[src/hdl/irtd_pkg.sv]
package irtd_pkg;

  // Configuration register and payload widths
  localparam int BASE_W  = 6;
  localparam int VALUE_W = 32;
  localparam int CHAR_W  = 7;
  localparam int REM_W   = 6;

  // Default operand width used by the core
  localparam int NUMBER_BITS_DEFAULT = 32;

  localparam logic [BASE_W-1:0] BASE_RESET = 6'd10;
  localparam logic [BASE_W-1:0] BASE_MIN   = 6'd2;
  localparam logic [BASE_W-1:0] BASE_MAX   = 6'd36;

  localparam logic [CHAR_W-1:0] CHAR_ZERO   = 7'd48;
  localparam logic [CHAR_W-1:0] CHAR_LETTER = 7'd65;
  localparam logic [REM_W-1:0]  DEC_LIMIT   = 6'd10;

  // Controller to datapath
  typedef struct packed {
    logic load;
    logic step;
    logic pop_en;
  } irtd_cmd_t;

  // Datapath to controller
  typedef struct packed {
    logic step_last;
    logic quo_zero;
    logic pop_last;
  } irtd_status_t;

  // Clamp the programmed radix into 2..36
  function automatic logic [BASE_W-1:0] eff_base(input logic [BASE_W-1:0] b);
    logic [BASE_W-1:0] r;
    if (b < BASE_MIN) begin
      r = BASE_MIN;
    end else if (b > BASE_MAX) begin
      r = BASE_MAX;
    end else begin
      r = b;
    end
    return r;
  endfunction

  // Map a digit value 0..35 to its ASCII character
  function automatic logic [CHAR_W-1:0] digit_ascii(input logic [REM_W-1:0] d);
    logic [CHAR_W-1:0] c;
    if (d < DEC_LIMIT) begin
      c = CHAR_ZERO + CHAR_W'(d);
    end else begin
      c = CHAR_LETTER + CHAR_W'(d - DEC_LIMIT);
    end
    return c;
  endfunction

endpackage

[src/hdl/irtd_controller.sv]
module irtd_controller
  import irtd_pkg::*;
(
  input  logic         clk,
  input  logic         rst,
  input  logic         in_valid,
  output logic         in_ready,
  input  irtd_status_t status,
  output irtd_cmd_t    cmd
);

  typedef enum logic [1:0] {
    ST_IDLE,
    ST_DIVIDE,
    ST_EMIT
  } state_t;

  state_t state;

  // Accept a new value only when the previous digits have all left the stack
  assign in_ready   = (state == ST_IDLE);
  assign cmd.load   = in_valid && (state == ST_IDLE);
  assign cmd.step   = (state == ST_DIVIDE);
  assign cmd.pop_en = (state == ST_EMIT);

  // Sequence: load, divide digit by digit, then drain the digit stack
  always_ff @(posedge clk) begin
    if (rst) begin
      state <= ST_IDLE;
    end else begin
      unique case (state)
        ST_IDLE: begin
          if (in_valid) begin
            state <= ST_DIVIDE;
          end
        end
        ST_DIVIDE: begin
          if (status.step_last && status.quo_zero) begin
            state <= ST_EMIT;
          end
        end
        ST_EMIT: begin
          if (status.pop_last) begin
            state <= ST_IDLE;
          end
        end
        default: begin
          state <= ST_IDLE;
        end
      endcase
    end
  end

endmodule

[src/hdl/irtd_datapath.sv]
module irtd_datapath
  import irtd_pkg::*;
#(
  parameter int NUMBER_BITS = NUMBER_BITS_DEFAULT
) (
  input  logic               clk,
  input  logic               rst,
  input  logic               cfg_wr_en,
  input  logic [BASE_W-1:0]  cfg_wr_data,
  input  logic [VALUE_W-1:0] value,
  input  irtd_cmd_t          cmd,
  output irtd_status_t       status,
  output logic               out_valid,
  input  logic               out_ready,
  output logic [CHAR_W-1:0]  digit_char,
  output logic               last_digit
);

  localparam int VAL_W = (NUMBER_BITS < VALUE_W) ? NUMBER_BITS : VALUE_W;
  localparam int CNT_W = $clog2(VAL_W);
  localparam int IDX_W = $clog2(VAL_W);
  localparam int SP_W  = $clog2(VAL_W + 1);

  logic [BASE_W-1:0] base_reg;
  logic [BASE_W-1:0] base_q;
  logic [VAL_W-1:0]  quo;
  logic [REM_W-1:0]  rem;
  logic [CNT_W-1:0]  cnt;
  logic [SP_W-1:0]   sp;
  logic [REM_W-1:0]  stack [VAL_W];

  logic [REM_W:0]    trial;
  logic [REM_W:0]    diff;
  logic              ge;
  logic [REM_W-1:0]  rem_next;
  logic [VAL_W-1:0]  quo_next;
  logic [SP_W-1:0]   sp_m1;
  logic              pop_fire;

  // Configuration register
  always_ff @(posedge clk) begin
    if (rst) begin
      base_reg <= BASE_RESET;
    end else if (cfg_wr_en) begin
      base_reg <= cfg_wr_data;
    end
  end

  // One restoring division step: shift in a dividend bit, subtract if it fits
  assign trial    = {rem, quo[VAL_W-1]};
  assign diff     = trial - {1'b0, base_q};
  assign ge       = (trial >= {1'b0, base_q});
  assign rem_next = ge ? diff[REM_W-1:0] : trial[REM_W-1:0];
  assign quo_next = {quo[VAL_W-2:0], ge};

  assign sp_m1    = sp - SP_W'(1);
  assign pop_fire = cmd.pop_en && (sp != '0) && (!out_valid || out_ready);

  assign status.step_last = (cnt == CNT_W'(VAL_W - 1));
  assign status.quo_zero  = (quo_next == '0);
  assign status.pop_last  = pop_fire && (sp == SP_W'(1));

  // Divider registers and stack pointer
  always_ff @(posedge clk) begin
    if (rst) begin
      cnt <= '0;
      sp  <= '0;
    end else if (cmd.load) begin
      cnt <= '0;
      sp  <= '0;
    end else if (cmd.step) begin
      if (status.step_last) begin
        cnt <= '0;
        sp  <= sp + SP_W'(1);
      end else begin
        cnt <= cnt + CNT_W'(1);
      end
    end else if (pop_fire) begin
      sp <= sp_m1;
    end
  end

  // Dividend, partial remainder and radix of the current value
  always_ff @(posedge clk) begin
    if (cmd.load) begin
      quo    <= value[VAL_W-1:0];
      rem    <= '0;
      base_q <= eff_base(base_reg);
    end else if (cmd.step) begin
      quo <= quo_next;
      rem <= status.step_last ? '0 : rem_next;
    end
  end

  // Push each finished remainder; least significant digit goes in first
  always_ff @(posedge clk) begin
    if (cmd.step && status.step_last) begin
      stack[sp[IDX_W-1:0]] <= rem_next;
    end
  end

  // Output register: pop the top digit whenever the slot is free
  always_ff @(posedge clk) begin
    if (rst) begin
      out_valid <= 1'b0;
    end else if (pop_fire) begin
      out_valid <= 1'b1;
    end else if (out_ready) begin
      out_valid <= 1'b0;
    end
  end

  always_ff @(posedge clk) begin
    if (pop_fire) begin
      digit_char <= digit_ascii(stack[sp_m1[IDX_W-1:0]]);
      last_digit <= (sp == SP_W'(1));
    end
  end

endmodule

[src/hdl/integer_to_radix_digits_core.sv]
// Channel  Signals                       Width    Beat
// in       in_valid/in_ready, value      32       one integer to convert
// out      out_valid/out_ready,          7 + 1    one ASCII digit, MSD first,
//          digit_char, last_digit                 last_digit on the final one
// cfg      cfg_wr_en, cfg_wr_data        6        radix, reset 10, 2..36
//
// One bit-serial restoring divider produces one quotient bit per cycle; each
// digit takes one pass over all W dividend bits, W = min(NUMBER_BITS, 32),
// and the digits then drain from the digit stack while out_ready allows.
// in_ready is high only while no value is being converted; the last digit may
// still wait in the output register while the next value is accepted.
// rst is synchronous and active high; it clears the radix to 10.
module integer_to_radix_digits_core
  import irtd_pkg::*;
#(
  parameter int NUMBER_BITS = NUMBER_BITS_DEFAULT
) (
  input  logic               clk,
  input  logic               rst,
  input  logic               cfg_wr_en,
  input  logic [BASE_W-1:0]  cfg_wr_data,
  input  logic               in_valid,
  output logic               in_ready,
  input  logic [VALUE_W-1:0] value,
  output logic               out_valid,
  input  logic               out_ready,
  output logic [CHAR_W-1:0]  digit_char,
  output logic               last_digit
);

  irtd_cmd_t    cmd;
  irtd_status_t status;

  irtd_controller u_ctrl (
    .clk      (clk),
    .rst      (rst),
    .in_valid (in_valid),
    .in_ready (in_ready),
    .status   (status),
    .cmd      (cmd)
  );

  irtd_datapath #(
    .NUMBER_BITS (NUMBER_BITS)
  ) u_dp (
    .clk         (clk),
    .rst         (rst),
    .cfg_wr_en   (cfg_wr_en),
    .cfg_wr_data (cfg_wr_data),
    .value       (value),
    .cmd         (cmd),
    .status      (status),
    .out_valid   (out_valid),
    .out_ready   (out_ready),
    .digit_char  (digit_char),
    .last_digit  (last_digit)
  );

endmodule

[config.mk]
export PLATFORM = sky130hd
export DESIGN_NAME = integer_to_radix_digits_core
export DESIGN_NICKNAME = d
export VERILOG_FILES = /design/src/hdl/irtd_pkg.sv /design/src/hdl/irtd_controller.sv /design/src/hdl/irtd_datapath.sv /design/src/hdl/integer_to_radix_digits_core.sv
export SDC_FILE = /design/constraint.sdc
export NUM_CORES = 1
export LEC_CHECK = 0
export ABC_AREA = 1
export BUFFER_PORTS_ARGS = -buffer_cell sky130_fd_sc_hd__buf_2
export CORE_MARGIN = 3
export CORE_UTILIZATION = 35
export DETAILED_ROUTE_END_ITERATION = 16
export GPL_TIMING_DRIVEN = 0
export SYNTH_ARGS = -nofsm -noshare
export SYNTH_HDL_FRONTEND = slang
export SYNTH_HIERARCHICAL = 1
export SYNTH_SLANG_ARGS = --single-unit
[constraint.sdc]
create_clock -name clk -period 9.8 [get_ports clk]
set_clock_uncertainty 0.15 [all_clocks]
set_input_delay 1.47 -clock clk [delete_from_list [all_inputs] [get_ports clk]]
set_output_delay 1.47 -clock clk [all_outputs]
set_load 0.1 [all_outputs]
-- Word-level counts from Yosys, hierarchy flattened
Memories as Yosys holds them, arrays and structs flattened.
Cells that the tools add are included.
- memories: 1
- bits in latches: 0
- word-level logic and storage cells: 67
- register bits after elaboration: 72
- bits in read-only memories: 0
- input port bits: 43
- memory bits (writable): 192
- muxes and demuxes: 18
- bitwise operators: 0
- div/mod/pow operators: 0
- equal/unequal tests: 8
- reduce and logical (&&, ||, !) cells: 18
- magnitude comparators: 4
- add/subtract/negate cells: 7
- shift operators: 0
- $mul: 0
- memories (name ; depth ; width ; rd ports ; clocked after memory_dff ; write ports ; RTL line ; source):
    u_dp.stack ; 32 ; 6 ; 1 ; 0 ; 1 ; irtd_datapath.sv:30 ; logic [REM_W-1:0] stack [VAL_W];
- operators by type and width (kind ; count):
    32-bit two-way mux ; 2
    6-bit two-way mux ; 6
    32-bit logical NOT ; 1
    2-bit != test (second input constant) ; 4
    6-bit by 6-bit adder with 7-bit output (first input constant) ; 1
    7-bit adder (first input constant) ; 1
    7-bit by 6-bit >= comparator with 1-bit output ; 1
    7-bit two-way mux ; 1
    6-bit by 4-bit subtractor with 7-bit output (second input constant) ; 1
    6-bit by 1-bit adder with 6-bit output (second input constant) ; 1
    6-bit by 1-bit == test with 1-bit output (second input constant) ; 1
    6-bit > comparator (second input constant) ; 1
    1-bit logical AND ; 6
    6-bit by 2-bit less-than comparator with 1-bit output (second input constant) ; 1
    6-bit by 4-bit less-than comparator with 1-bit output (second input constant) ; 1
    2-bit two-way mux ; 3
    2-bit case mux with 3 select lines ; 1
    2-bit nonzero test ; 3
    6-bit nonzero test ; 1
    6-bit by 1-bit subtractor with 6-bit output (second input constant) ; 1
    6-bit subtractor ; 1
    5-bit by 1-bit adder with 5-bit output (second input constant) ; 1
    5-bit == test (second input constant) ; 1
    5-bit two-way mux ; 1
    other kinds (9) ; 13

-- Logic depth before layout (Yosys ltp)
Gate-level depths: netlist (run 1).
- depth in word-level cells: 6
- gate-level depth with buffers: 25
- depth with buffers taken out: 20

-- Hierarchy
The synthesis (run 1) kept the hierarchy.
- modules (own cells, without submodules) (module ; area each (um^2) ; times used ; cells each):
    irtd_datapath ; 11668.7 ; 1 ; 1110
    irtd_controller ; 102.6 ; 1 ; 17

-- Least setup slack after synthesis (run 1)
No wires, ideal clock.
- kind: reg2reg
- from: register u_ctrl.state[1]
- to: register u_dp.quo[0] (enable)
- data arrival time: 3295 ps
- required time: 9258 ps
- setup time: 392 ps
- clock period less this slack: 3837 ps
- setup slack: 5963 ps
- cell stages (with the launch flop): 8
- path through: dfxtp_1 -> nor2_1 -> nand2_1 -> inv_1 -> clkbuf_1 -> inv_1 -> clkbuf_1 -> nand2_1
- RTL lines (item ; RTL line ; source):
    from (decl) ; irtd_controller.sv:18 ; state_t state;
    from (signal assigned) ; irtd_controller.sv:29 ; state <= ST_IDLE;
    from (signal assigned) ; irtd_controller.sv:34 ; state <= ST_DIVIDE;
    from (signal assigned) ; irtd_controller.sv:39 ; state <= ST_EMIT;
    to (signal assigned) ; irtd_datapath.sv:86 ; quo <= value[VAL_W-1:0];
    to (signal assigned) ; irtd_datapath.sv:90 ; quo <= quo_next;
    to (decl) ; irtd_datapath.sv:26 ; logic [VAL_W-1:0] quo;

-- Worst setup path in the final report (run 1)
- from: register u_dp.sp[0]
- to: register u_dp.digit_char[2] (data pin)
- cells in the longest elaborated chain, start to end: 5
- elaborated cells between the ends (all ways): 7
- classes of those cells: add/sub (4); order compare (1); mux (1); memory (1)
- ends and longest elaborated chain (item ; RTL line ; source):
    from (decl) ; irtd_datapath.sv:29 ; logic [SP_W-1:0] sp;
    from (signal assigned) ; irtd_datapath.sv:74 ; sp <= sp + SP_W'(1);
    from (signal assigned) ; irtd_datapath.sv:79 ; sp <= sp_m1;
    6-bit by 1-bit subtractor with 6-bit output * ; irtd_datapath.sv:56 ; assign sp_m1 = sp - SP_W'(1);
    memory 32 x 6 bit * ; - ;
    6-bit by 4-bit subtractor with 7-bit output ; irtd_pkg.sv:53 ; c = CHAR_LETTER + CHAR_W'(d - DEC_LIMIT);
    7-bit adder ; irtd_pkg.sv:53 ;
    7-bit two-way mux * ; irtd_pkg.sv:50 ; if (d < DEC_LIMIT) begin
    to (signal assigned) ; irtd_datapath.sv:115 ; digit_char <= digit_ascii(stack[sp_m1[IDX_W-1:0]]);
    to (decl) ; irtd_datapath.sv:15 ; output logic [CHAR_W-1:0] digit_char,
Every way passes the cells marked *; elsewhere a longest branch is shown, timed or not.
A chain may end at the register's enable or synchronous reset.

==> results of run 1 <==
## metal layers
layer	share of wire, %	global-route usage, %	vias to the layer above
met5	0	0	-
met1	43	24.7	4080
met3	7.8	3.00	53
met2	47	30.0	350
li1	-	-	4021
met4	2.4	4.63	0
## stage by stage
stage	total power, W	instance area [um2]	util (%)
floorplan	0.00151	11800	-
global placement	0.00160	12600	38.3
detailed placement	0.00163	12700	38.6
CTS	0.00260	13500	41.1
global route	0.00268	13500	41.1
finish	0.00259	13500	41.1
## final timing paths
path                                 start  slack, ns  cells past startpoint                       endpoint
max                u_dp/sp[0]$_SDFFE_PP0P_       5.30                     23   u_dp/digit_char[2]$_DFFE_PP_
min          u_dp/base_reg[0]$_SDFFE_PP0P_       0.32                      2  u_dp/base_reg[0]$_SDFFE_PP0P_
max reg2reg        u_dp/sp[0]$_SDFFE_PP0P_       5.30                     23   u_dp/digit_char[2]$_DFFE_PP_
min reg2reg  u_dp/base_reg[0]$_SDFFE_PP0P_       0.32                      2  u_dp/base_reg[0]$_SDFFE_PP0P_
## cell usage after synthesis, drive strengths merged
cell type / number
buf: 41
nand4: 3
a21oi: 40
o21a: 1
a211oi: 1
a21o: 1
xor2: 6
edfxtp: 238
nor3: 14
nand2: 352
or2: 3
o22ai: 1
nand3: 119
dfxtp: 26
xnor2: 4
clkbuf: 11
o211ai: 8
nor2: 86
ha: 16
a22oi: 2
nor4: 8
inv: 79
o21ai: 62
a31oi: 4
fa: 1
## cells by family (layout without fill, tap and decap cells)
| logic type | Yosys count | in the layout | synth area share, % |
|---|---|---|---|
| AND/OR/NAND/NOR | 585 | 585 | 21.1 |
| flip-flops | 264 | 264 | 65.1 |
| buffers and inverters | 131 | 237 | 5.69 |
| AO/OA/AOI/OAI | 120 | 120 | 5.46 |
| adder cells (fa/ha/maj) | 17 | 17 | 1.87 |
| XOR/XNOR | 10 | 10 | 0.744 |
## critical path, delay by kind of cell (launching register included)
| kind | cells | cell delay (ns) |
|---|---|---|
| buf+inv | 9 | 1.79 |
| compound gates | 3 | 0.59 |
| flops | 1 | 0.38 |
| fa+ha+maj | 2 | 0.49 |
| xor+xnor | 1 | 0.14 |
| simple gates | 8 | 0.70 |
## final cells by class
cell class | instances | area, um2
Buffer | 52 | 355
Clock buffer | 40 | 787
Clock inverter | 11 | 62.6
Fill cell | 3235 | 19300
Inverter | 79 | 314
Multi-Input combinational cell | 732 | 3450
Sequential cell | 264 | 7670
Tap cell | 442 | 553
Timing Repair Buffer | 55 | 330
## power groups by stage
stage / clock network (W) / registers [W] / logic (W)
floorplan: 0 / 0.00139 / 0.000123
CTS: 0.00100 / 0.00137 / 0.000235
global route: 0.00105 / 0.00137 / 0.000263
global placement: 0 / 0.00140 / 0.000204
finish: 0.000982 / 0.00137 / 0.000235
detailed placement: 0 / 0.00139 / 0.000234
==> results.cfg, run 1 <==
[status]
run_status = complete, no violations

[sta]
tns_ns = 0
finalHoldViolCount = 0
grt_setup_unrepaired = false
finalSetupViolCount = 0
hold_slack_ns = 0.324
worst_pin_slew_ns = 1.28
finalCritPeriodShare_pct = 45.9
clock.fmax_mhz = 222
timing.final.ws_setup_ns = 5.30
slew_headroom_pct = 14.8
slew_viol_final = 0
min_period_ns = 4.50

[logic_synthesis]
synthDistinctLibCells = 41
synth_area_leaders = edfxtp_1 (61%), nand2_1 (11%), nand3_1 (5.0%), dfxtp_1 (4.4%), nor2_1 (2.7%)
synth-seq-cells = 264
synth_area_um2 = 11800
synth_top_area_share_pct = 60.7
syn_avg_cell_area_um2 = 10.4
yosys_warnings = 6
yosysTopAreaCell = edfxtp_1
synthCells = 1127
seq_area_frac_synth_pct = 65.1
synth_nets = 1187

[route]
postRouteAntennaNets = 0
routedWlPerCell_um = 19.4
drc = 0
vias_per_cell = 5.08
via_count = 8504
initialDrtViolationCount = 891
routed_wirelength_mm = 32.5
firstDrtPassIters = 5

[worst_setup_path]
path_cells = buf_6 -> inv_6 -> buf_6 -> buf_2 -> ha_1 -> buf_4 -> buf_2 -> buf_2 -> nor2_1 -> o21ai_0 -> o21ai_0 -> o211ai_1 -> nand2_1 -> nand2_1 -> nand2_1 -> inv_2 -> ha_1 -> inv_1 -> nor2_2 -> nand2_2 -> nand2_4 -> nand2_1 -> xor2_1
path_max_fanout = 12
end_kind = flip-flop
cp_slowest_cell = buf_2
start_kind = flip-flop
path_common_cell = nand2_1
criticalPathCategory = reg -> reg
slowest_delay_ns = 0.43
worstPathArrival_ns = 4.66
crit_required_ns = 9.96

[final_layout]
final_cell_mix = nand2_1 (341), edfxtp_1 (238), nand3_1 (117)
nNetsFinal = 1273
largest_register_ffs = 192
layout_commonest_cell = nand2_1
final_cell_count_no_fill = 1675
antennaDiodeCount = 0
drive_gt1_share_pct = 12.9
area_growth_pct = 14.9

[clock_tree]
post_cts.repair.setup_buffers = 0
post_cts_resized = 0
clock-sinks = 264
clock-root-buffer = clkbuf_16
cts_buffers = 29
cts_tree = built
worst_skew_pair.late_latency_ns = 0.56
cts-htree-levels = 1
cts.reportedPaths.clkPinSlew_ns = 0.06
cts_hold_buf = 0
max-clock-path-buffers = 3

[placement]
dp.cells = 1624
io_buffers = 52
hpwlAfterDp_mm = 21.7
pre_cts_ws_ns = 5.32
place_congestion = 0.909

[job]
drv_cap = 0

[grt]
grt_first_pass_wirelength_mm = 49.5
grt_overflow = 0
grt_pass1_vias = 8289
grt_usage_pct = 18.1
grt_antenna_before_repair = 0
grt_max_degree = 34

[die]
dieHeight_um = 189
die_x_um = 189
start_util_pct = 35.8
pin_count = 53
coreArea_um2 = 32900
die_area_um2 = 35900
rows = 66

[worst_hold_path]
hp-class = reg -> reg

[power]
power.leakage_nw = 5.24
irDropWorstVdd_mv = 0.135
switchingPower_w = 0.000620
seq_power_share_pct = 52.9
combPwrFrac_pct = 9.1
switching_share_pct = 24.0
p_int_w = 0.00197
cellPowerDensity_nw_per_um2 = 191
clkPwrFrac_pct = 38.0
No activity file was read; power rests on OpenSTA's default activity.
==> inputs of run 2 (changes only) <==
clock period = 4.6 ns   (was 9.8 ns; I/O delays follow)
==> run 2 against run 1 <==
Count of clock-buffer cells in the layout did not move. Setup slack got worse by 5.1 ns. Hold slack got worse by 0.097 ns. Power rose by 110%. Sequential share of layout area fell by 0.057 points. Wire length rose by 0.51%. Fmax rose by 2.5%. Register-to-register slack got worse by 5.1 ns. Critical path depth fell by 1. First-iteration DRC count fell by 2.7%. Non-clock buffer count did not move. Sequential power rose by 110%. Largest power group unchanged.
==> results.cfg, run 2 (synthesized netlist as in run 1, its figures left out) <==
[status]
run_status = complete, no violations

[grt]
grt_usage_pct = 18.1
grt_first_pass_wirelength_mm = 49.5
grt_max_degree = 34
grt_overflow = 0
grt_antenna_before_repair = 0
grt_pass1_vias = 8289

[placement]
place_congestion = 0.909
dp.cells = 1624
io_buffers = 52
hpwlAfterDp_mm = 21.7

[power]
cellPowerDensity_nw_per_um2 = 407
power.leakage_nw = 5.23
irDropWorstVdd_mv = 0.288

[worst_setup_path]
critPathBufInv = 7
crit_path_end = u_dp/digit_char[2]$_DFFE_PP_
worstReg2RegEnd = u_dp/digit_char[2]$_DFFE_PP_
cp_slowest_cell = clkdlybuf4s15_1
startpoint = u_dp/sp[0]$_SDFFE_PP0P_
path_max_fanout = 12
path_common_cell = nand2_1
criticalPathCategory = reg -> reg
start_kind = flip-flop
path_cells = buf_6 -> inv_6 -> buf_6 -> buf_2 -> ha_1 -> inv_1 -> clkdlybuf4s15_1 -> nand2_1 -> a21oi_1 -> o21ai_0 -> o21ai_0 -> nand2_1 -> nand2_1 -> nand2_1 -> nand2_1 -> ha_1 -> inv_1 -> nor2_2 -> nand2_2 -> nand2_4 -> nand2_1 -> xor2_1
rrSetupSlack_ns = 0.21
cp_top_family = buffers and inverters
r2r-start = u_dp/sp[0]$_SDFFE_PP0P_
r2r_cells = 22
end_kind = flip-flop
path_depth = 22
worstPathArrival_ns = 4.55
slowest_delay_ns = 0.74
crit_required_ns = 4.76

[final_layout]
antennaDiodeCount = 0
drive_gt1_share_pct = 12.9
final_cell_mix = nand2_1 (341), edfxtp_1 (238), nand3_1 (117)
layout_commonest_cell = nand2_1
area_growth_pct = 15.0
nNetsFinal = 1273
final_cell_count_no_fill = 1675
fin_util_pct = 41.2
largest_register_ffs = 192

[die]
die_x_um = 189
coreArea_um2 = 32900
start_util_pct = 35.8
die_area_um2 = 35900
dieHeight_um = 189
pin_count = 53
rows = 66

[sta]
hold_slack_ns = 0.226
finalSetupViolCount = 0
clock.fmax_mhz = 228
slew_headroom_pct = 14.8
finalCritPeriodShare_pct = 95.4
min_period_ns = 4.39
slew_viol_final = 0
grt_setup_unrepaired = false
worst_pin_slew_ns = 1.28
finalHoldViolCount = 0

[clock_tree]
worst_skew_pair.late_latency_ns = 0.56
cts_hold_buf = 0
cts_buffers = 29
cts-htree-levels = 1
cts_tree = built
cts.reportedPaths.clkPinSlew_ns = 0.06
clock-root-buffer = clkbuf_16
max-clock-path-buffers = 3
clock-sinks = 264

[route]
drc = 0
vias_per_cell = 5.12
routedWlPerCell_um = 19.5
postRouteAntennaNets = 0
firstDrtPassIters = 5
via_count = 8576
routed_wirelength_mm = 32.6
initialDrtViolationCount = 867

[worst_hold_path]
hp-class = in -> reg

[job]
drv_cap = 0
run 2: metrics by stage:
stage	worst slack, ns	power [W]	instance area, um2	TNS (ns)
2_1_floorplan	0.763	0.00322	11800	0
3_3_place_gp	-1.02	0.00342	12600	-51.10
3_5_place_dp	0.121	0.00346	12700	0
4_1_cts	0.132	0.00555	13500	0
5_1_grt	0.00576	0.00571	13500	0
6_report	0.212	0.00551	13500	0
run 2: metal layers:
| layer | track usage, % | up-vias | part of all wire (%) | wire length, um |
|---|---|---|---|---|
| li1 | - | 4019 | - | - |
| met1 | 24.7 | 4139 | 43 | 13900 |
| met2 | 30.0 | 366 | 47 | 15400 |
| met3 | 3.00 | 52 | 7.9 | 2590 |
| met4 | 4.63 | 0 | 2.4 | 769 |
| met5 | 0 | - | 0 | 0 |
run 2: area by class of cell:
type | count | area, um2
Tap cell | 442 | 553
Clock buffer | 40 | 787
Clock inverter | 11 | 62.6
Sequential cell | 264 | 7670
Timing Repair Buffer | 55 | 330
Inverter | 79 | 314
Buffer | 52 | 369
Fill cell | 3234 | 19300
Multi-Input combinational cell | 732 | 3450
run 2: repair_timing:
action	CTS	global route
endpoints found under the setup margin	0	7
resized for setup	0	7
setup buffers	0	0
run 2: worst min-delay path by stage:
stage / to / slack [ns] / cells past startpoint / from
floorplan: u_dp/base_reg[0]$_SDFFE_PP0P_ / 0.29 / 2 / u_dp/base_reg[0]$_SDFFE_PP0P_
global placement: u_dp/cnt[4]$_SDFFE_PP0P_ / 0.30 / 2 / u_dp/cnt[4]$_SDFFE_PP0P_
detailed placement: u_dp/cnt[4]$_SDFFE_PP0P_ / 0.31 / 2 / u_dp/cnt[4]$_SDFFE_PP0P_
CTS: u_dp/base_reg[3]$_SDFFE_PP1P_ / 0.21 / 3 / cfg_wr_data[3]
global route: u_dp/base_reg[3]$_SDFFE_PP1P_ / 0.23 / 3 / cfg_wr_data[3]
finish: u_dp/base_reg[3]$_SDFFE_PP1P_ / 0.23 / 3 / cfg_wr_data[3]
run 2: where the power goes:
part           switching, W  total [W]  internal, W  leakage [nW]
logic              0.000385   0.000503     0.000118          2.42
clock network      0.000903    0.00209      0.00119         0.415
registers         0.0000326    0.00292      0.00288          2.40
run 2: worst min-delay path, delay by kind of cell:
family	cells	cell delay, ns
compound gates	2	0.11
buf+inv	1	0.08
==> inputs of run 3 (changes only) <==
clock period = 4.2 ns   (was 4.6 ns; I/O delays follow)
==> run 3 against run 2 <==
Clock power rose by 9.6%. Sequential share of layout area barely moved. Combinational power rose by 9.5%. Largest cell class unchanged. Highest routed layer unchanged.
==> results.cfg, run 3 (synthesized netlist as in run 1, its figures left out) <==
[status]
run_status = complete, no violations

[clock_tree]
post_cts.repair.setup_buffers = 0
cts.reportedPaths.clkPinSlew_ns = 0.06
worst_skew_pair.late_latency_ns = 0.56
post_cts_resized = 7
clock-sinks = 264
cts-htree-levels = 1
clock-root-buffer = clkbuf_16
cts_hold_buf = 0
cts_tree = built
max-clock-path-buffers = 3
cts_buffers = 29

[sta]
clock.fmax_mhz = 253
min_period_ns = 3.95
worst_pin_slew_ns = 1.28
grt_setup_unrepaired = false
slew_viol_final = 0
finalSetupViolCount = 0
finalHoldViolCount = 0
finalCritPeriodShare_pct = 94.0
slew_headroom_pct = 14.2

[power]
switching_share_pct = 23.9
clkPwrFrac_pct = 37.9
power.leakage_nw = 5.24
combPwrFrac_pct = 9.1
cellPowerDensity_nw_per_um2 = 446
seq_power_share_pct = 52.9
p_int_w = 0.00459
switchingPower_w = 0.00144
irDropWorstVdd_mv = 0.316
total_power_w = 0.00603

[worst_hold_path]
hp-class = in -> reg
worstHoldPathCells = 3
min_from = cfg_wr_data[3]
holdPathEnd = u_dp/base_reg[3]$_SDFFE_PP1P_

[worst_setup_path]
criticalPathCategory = reg -> reg
worstReg2RegEnd = u_dp/digit_char[5]$_DFFE_PP_
cp_slowest_cell = dfxtp_1
path_max_fanout = 21
slowest_delay_ns = 0.38
r2r_cells = 21
path_common_cell = nand2_1
start_kind = flip-flop
path_cells = buf_6 -> inv_6 -> buf_6 -> ha_1 -> buf_4 -> clkbuf_4 -> buf_4 -> o21ai_0 -> o211ai_1 -> o211ai_1 -> nand2_1 -> nand2_1 -> nand2_1 -> inv_2 -> ha_1 -> inv_1 -> nor2_2 -> nand2_2 -> nand2_4 -> or2_0 -> nand2_1
crit_required_ns = 4.48
end_kind = flip-flop
worstPathArrival_ns = 4.23
r2r-start = u_dp/sp[0]$_SDFFE_PP0P_
rrSetupSlack_ns = 0.25

[final_layout]
nFillCells = 3237
final_cell_count_no_fill = 1674
largest_register_ffs = 192
antennaDiodeCount = 0
layout_commonest_cell = nand2_1
area_growth_pct = 15.0
final_cell_mix = nand2_1 (341), edfxtp_1 (238), nand3_1 (117)
drive_gt1_share_pct = 13.0
nNetsFinal = 1272

[placement]
place_congestion = 0.909
hpwlAfterDp_mm = 21.7
dp.cells = 1624
io_buffers = 52

[die]
dieHeight_um = 189
pin_count = 53
rows = 66
die_x_um = 189
die_area_um2 = 35900
start_util_pct = 35.8
coreArea_um2 = 32900

[route]
vias_per_cell = 5.10
postRouteAntennaNets = 0
via_count = 8542
routed_wirelength_mm = 32.5
drc = 0
routedWlPerCell_um = 19.4
initialDrtViolationCount = 863
firstDrtPassIters = 5

[grt]
grt_antenna_before_repair = 0
grt_pass1_vias = 8289
grt_usage_pct = 18.1
grt_max_degree = 34
grt_overflow = 0
grt_first_pass_wirelength_mm = 49.5

[job]
drv_cap = 0
-- run 3: cell types whose count changed in the layout (fill, tap and decap cells not counted), sizes merged --
cell           delta
clkdlybuf4s15     -1
-- run 3: per-stage QoR --
stage / hold WS (ns) / TNS, ns / worst slack, ns / cell area, um2 / util (%)
final: 0.166 / 0 / 0.251 / 13500 / 41.2
after detailed placement: 0.313 / -1.66 / -0.279 / 12700 / 38.6
after global placement: 0.304 / -92.14 / -1.42 / 12600 / 38.3
after global routing: 0.174 / 0 / 0.0721 / 13500 / 41.2
after floorplan: 0.295 / 0 / 0.363 / 11800 / -
after CTS: 0.148 / 0 / 0.0399 / 13500 / 41.2
-- run 3: cell type report --
type	count	area, um2	area share (%)
Buffer	51	368	2.72
Clock buffer	40	787	5.81
Clock inverter	11	62.6	0.462
Inverter	79	314	2.32
Multi-Input combinational cell	732	3460	25.5
Sequential cell	264	7670	56.6
Tap cell	442	553	4.08
Timing Repair Buffer	55	330	2.44
-- run 3: how the worst max path moves through the flow --
stage	from	end	slack (ns)
floorplan	u_ctrl/state[1]$_SDFFE_PP0P_	u_dp/quo[0]$_DFFE_PP_	0.36
global placement	u_dp/base_q[2]$_SDFFCE_PP0P_	u_dp/stack[11][4]$_DFFE_PP_	-1.42
detailed placement	u_dp/sp[0]$_SDFFE_PP0P_	u_dp/digit_char[2]$_DFFE_PP_	-0.28
CTS	u_dp/sp[0]$_SDFFE_PP0P_	u_dp/digit_char[5]$_DFFE_PP_	0.04
global route	u_dp/sp[0]$_SDFFE_PP0P_	u_dp/digit_char[5]$_DFFE_PP_	0.07
finish	u_dp/sp[0]$_SDFFE_PP0P_	u_dp/digit_char[5]$_DFFE_PP_	0.25
-- run 3: worst max-delay path, delay by kind of cell, from the launching register on --
kind                     cells  cell delay [ns]
AO/OA/AOI/OAI                3             0.60
AND/OR/NAND/NOR              8             0.73
buffers and inverters        8             1.42
flip-flops                   1             0.38
adder cells (fa/ha/maj)      2             0.53
-- run 3: power groups by stage --
stage	Sequential [W]	Combinational, W	Clock [W]
after global placement	0.00327	0.000476	0
after detailed placement	0.00325	0.000546	0
after global routing	0.00320	0.000613	0.00244
after floorplan	0.00324	0.000288	0
final	0.00319	0.000551	0.00229
after CTS	0.00319	0.000548	0.00234
-- run 3: per-layer routing --
layer | vias to the layer above | GRT usage, % | wire length (um)
met1 | 4123 | 24.7 | 13700
met3 | 53 | 3.00 | 2660
met2 | 348 | 30.0 | 15300
met5 | - | 0 | 0
li1 | 4018 | - | -
met4 | 0 | 4.63 | 790
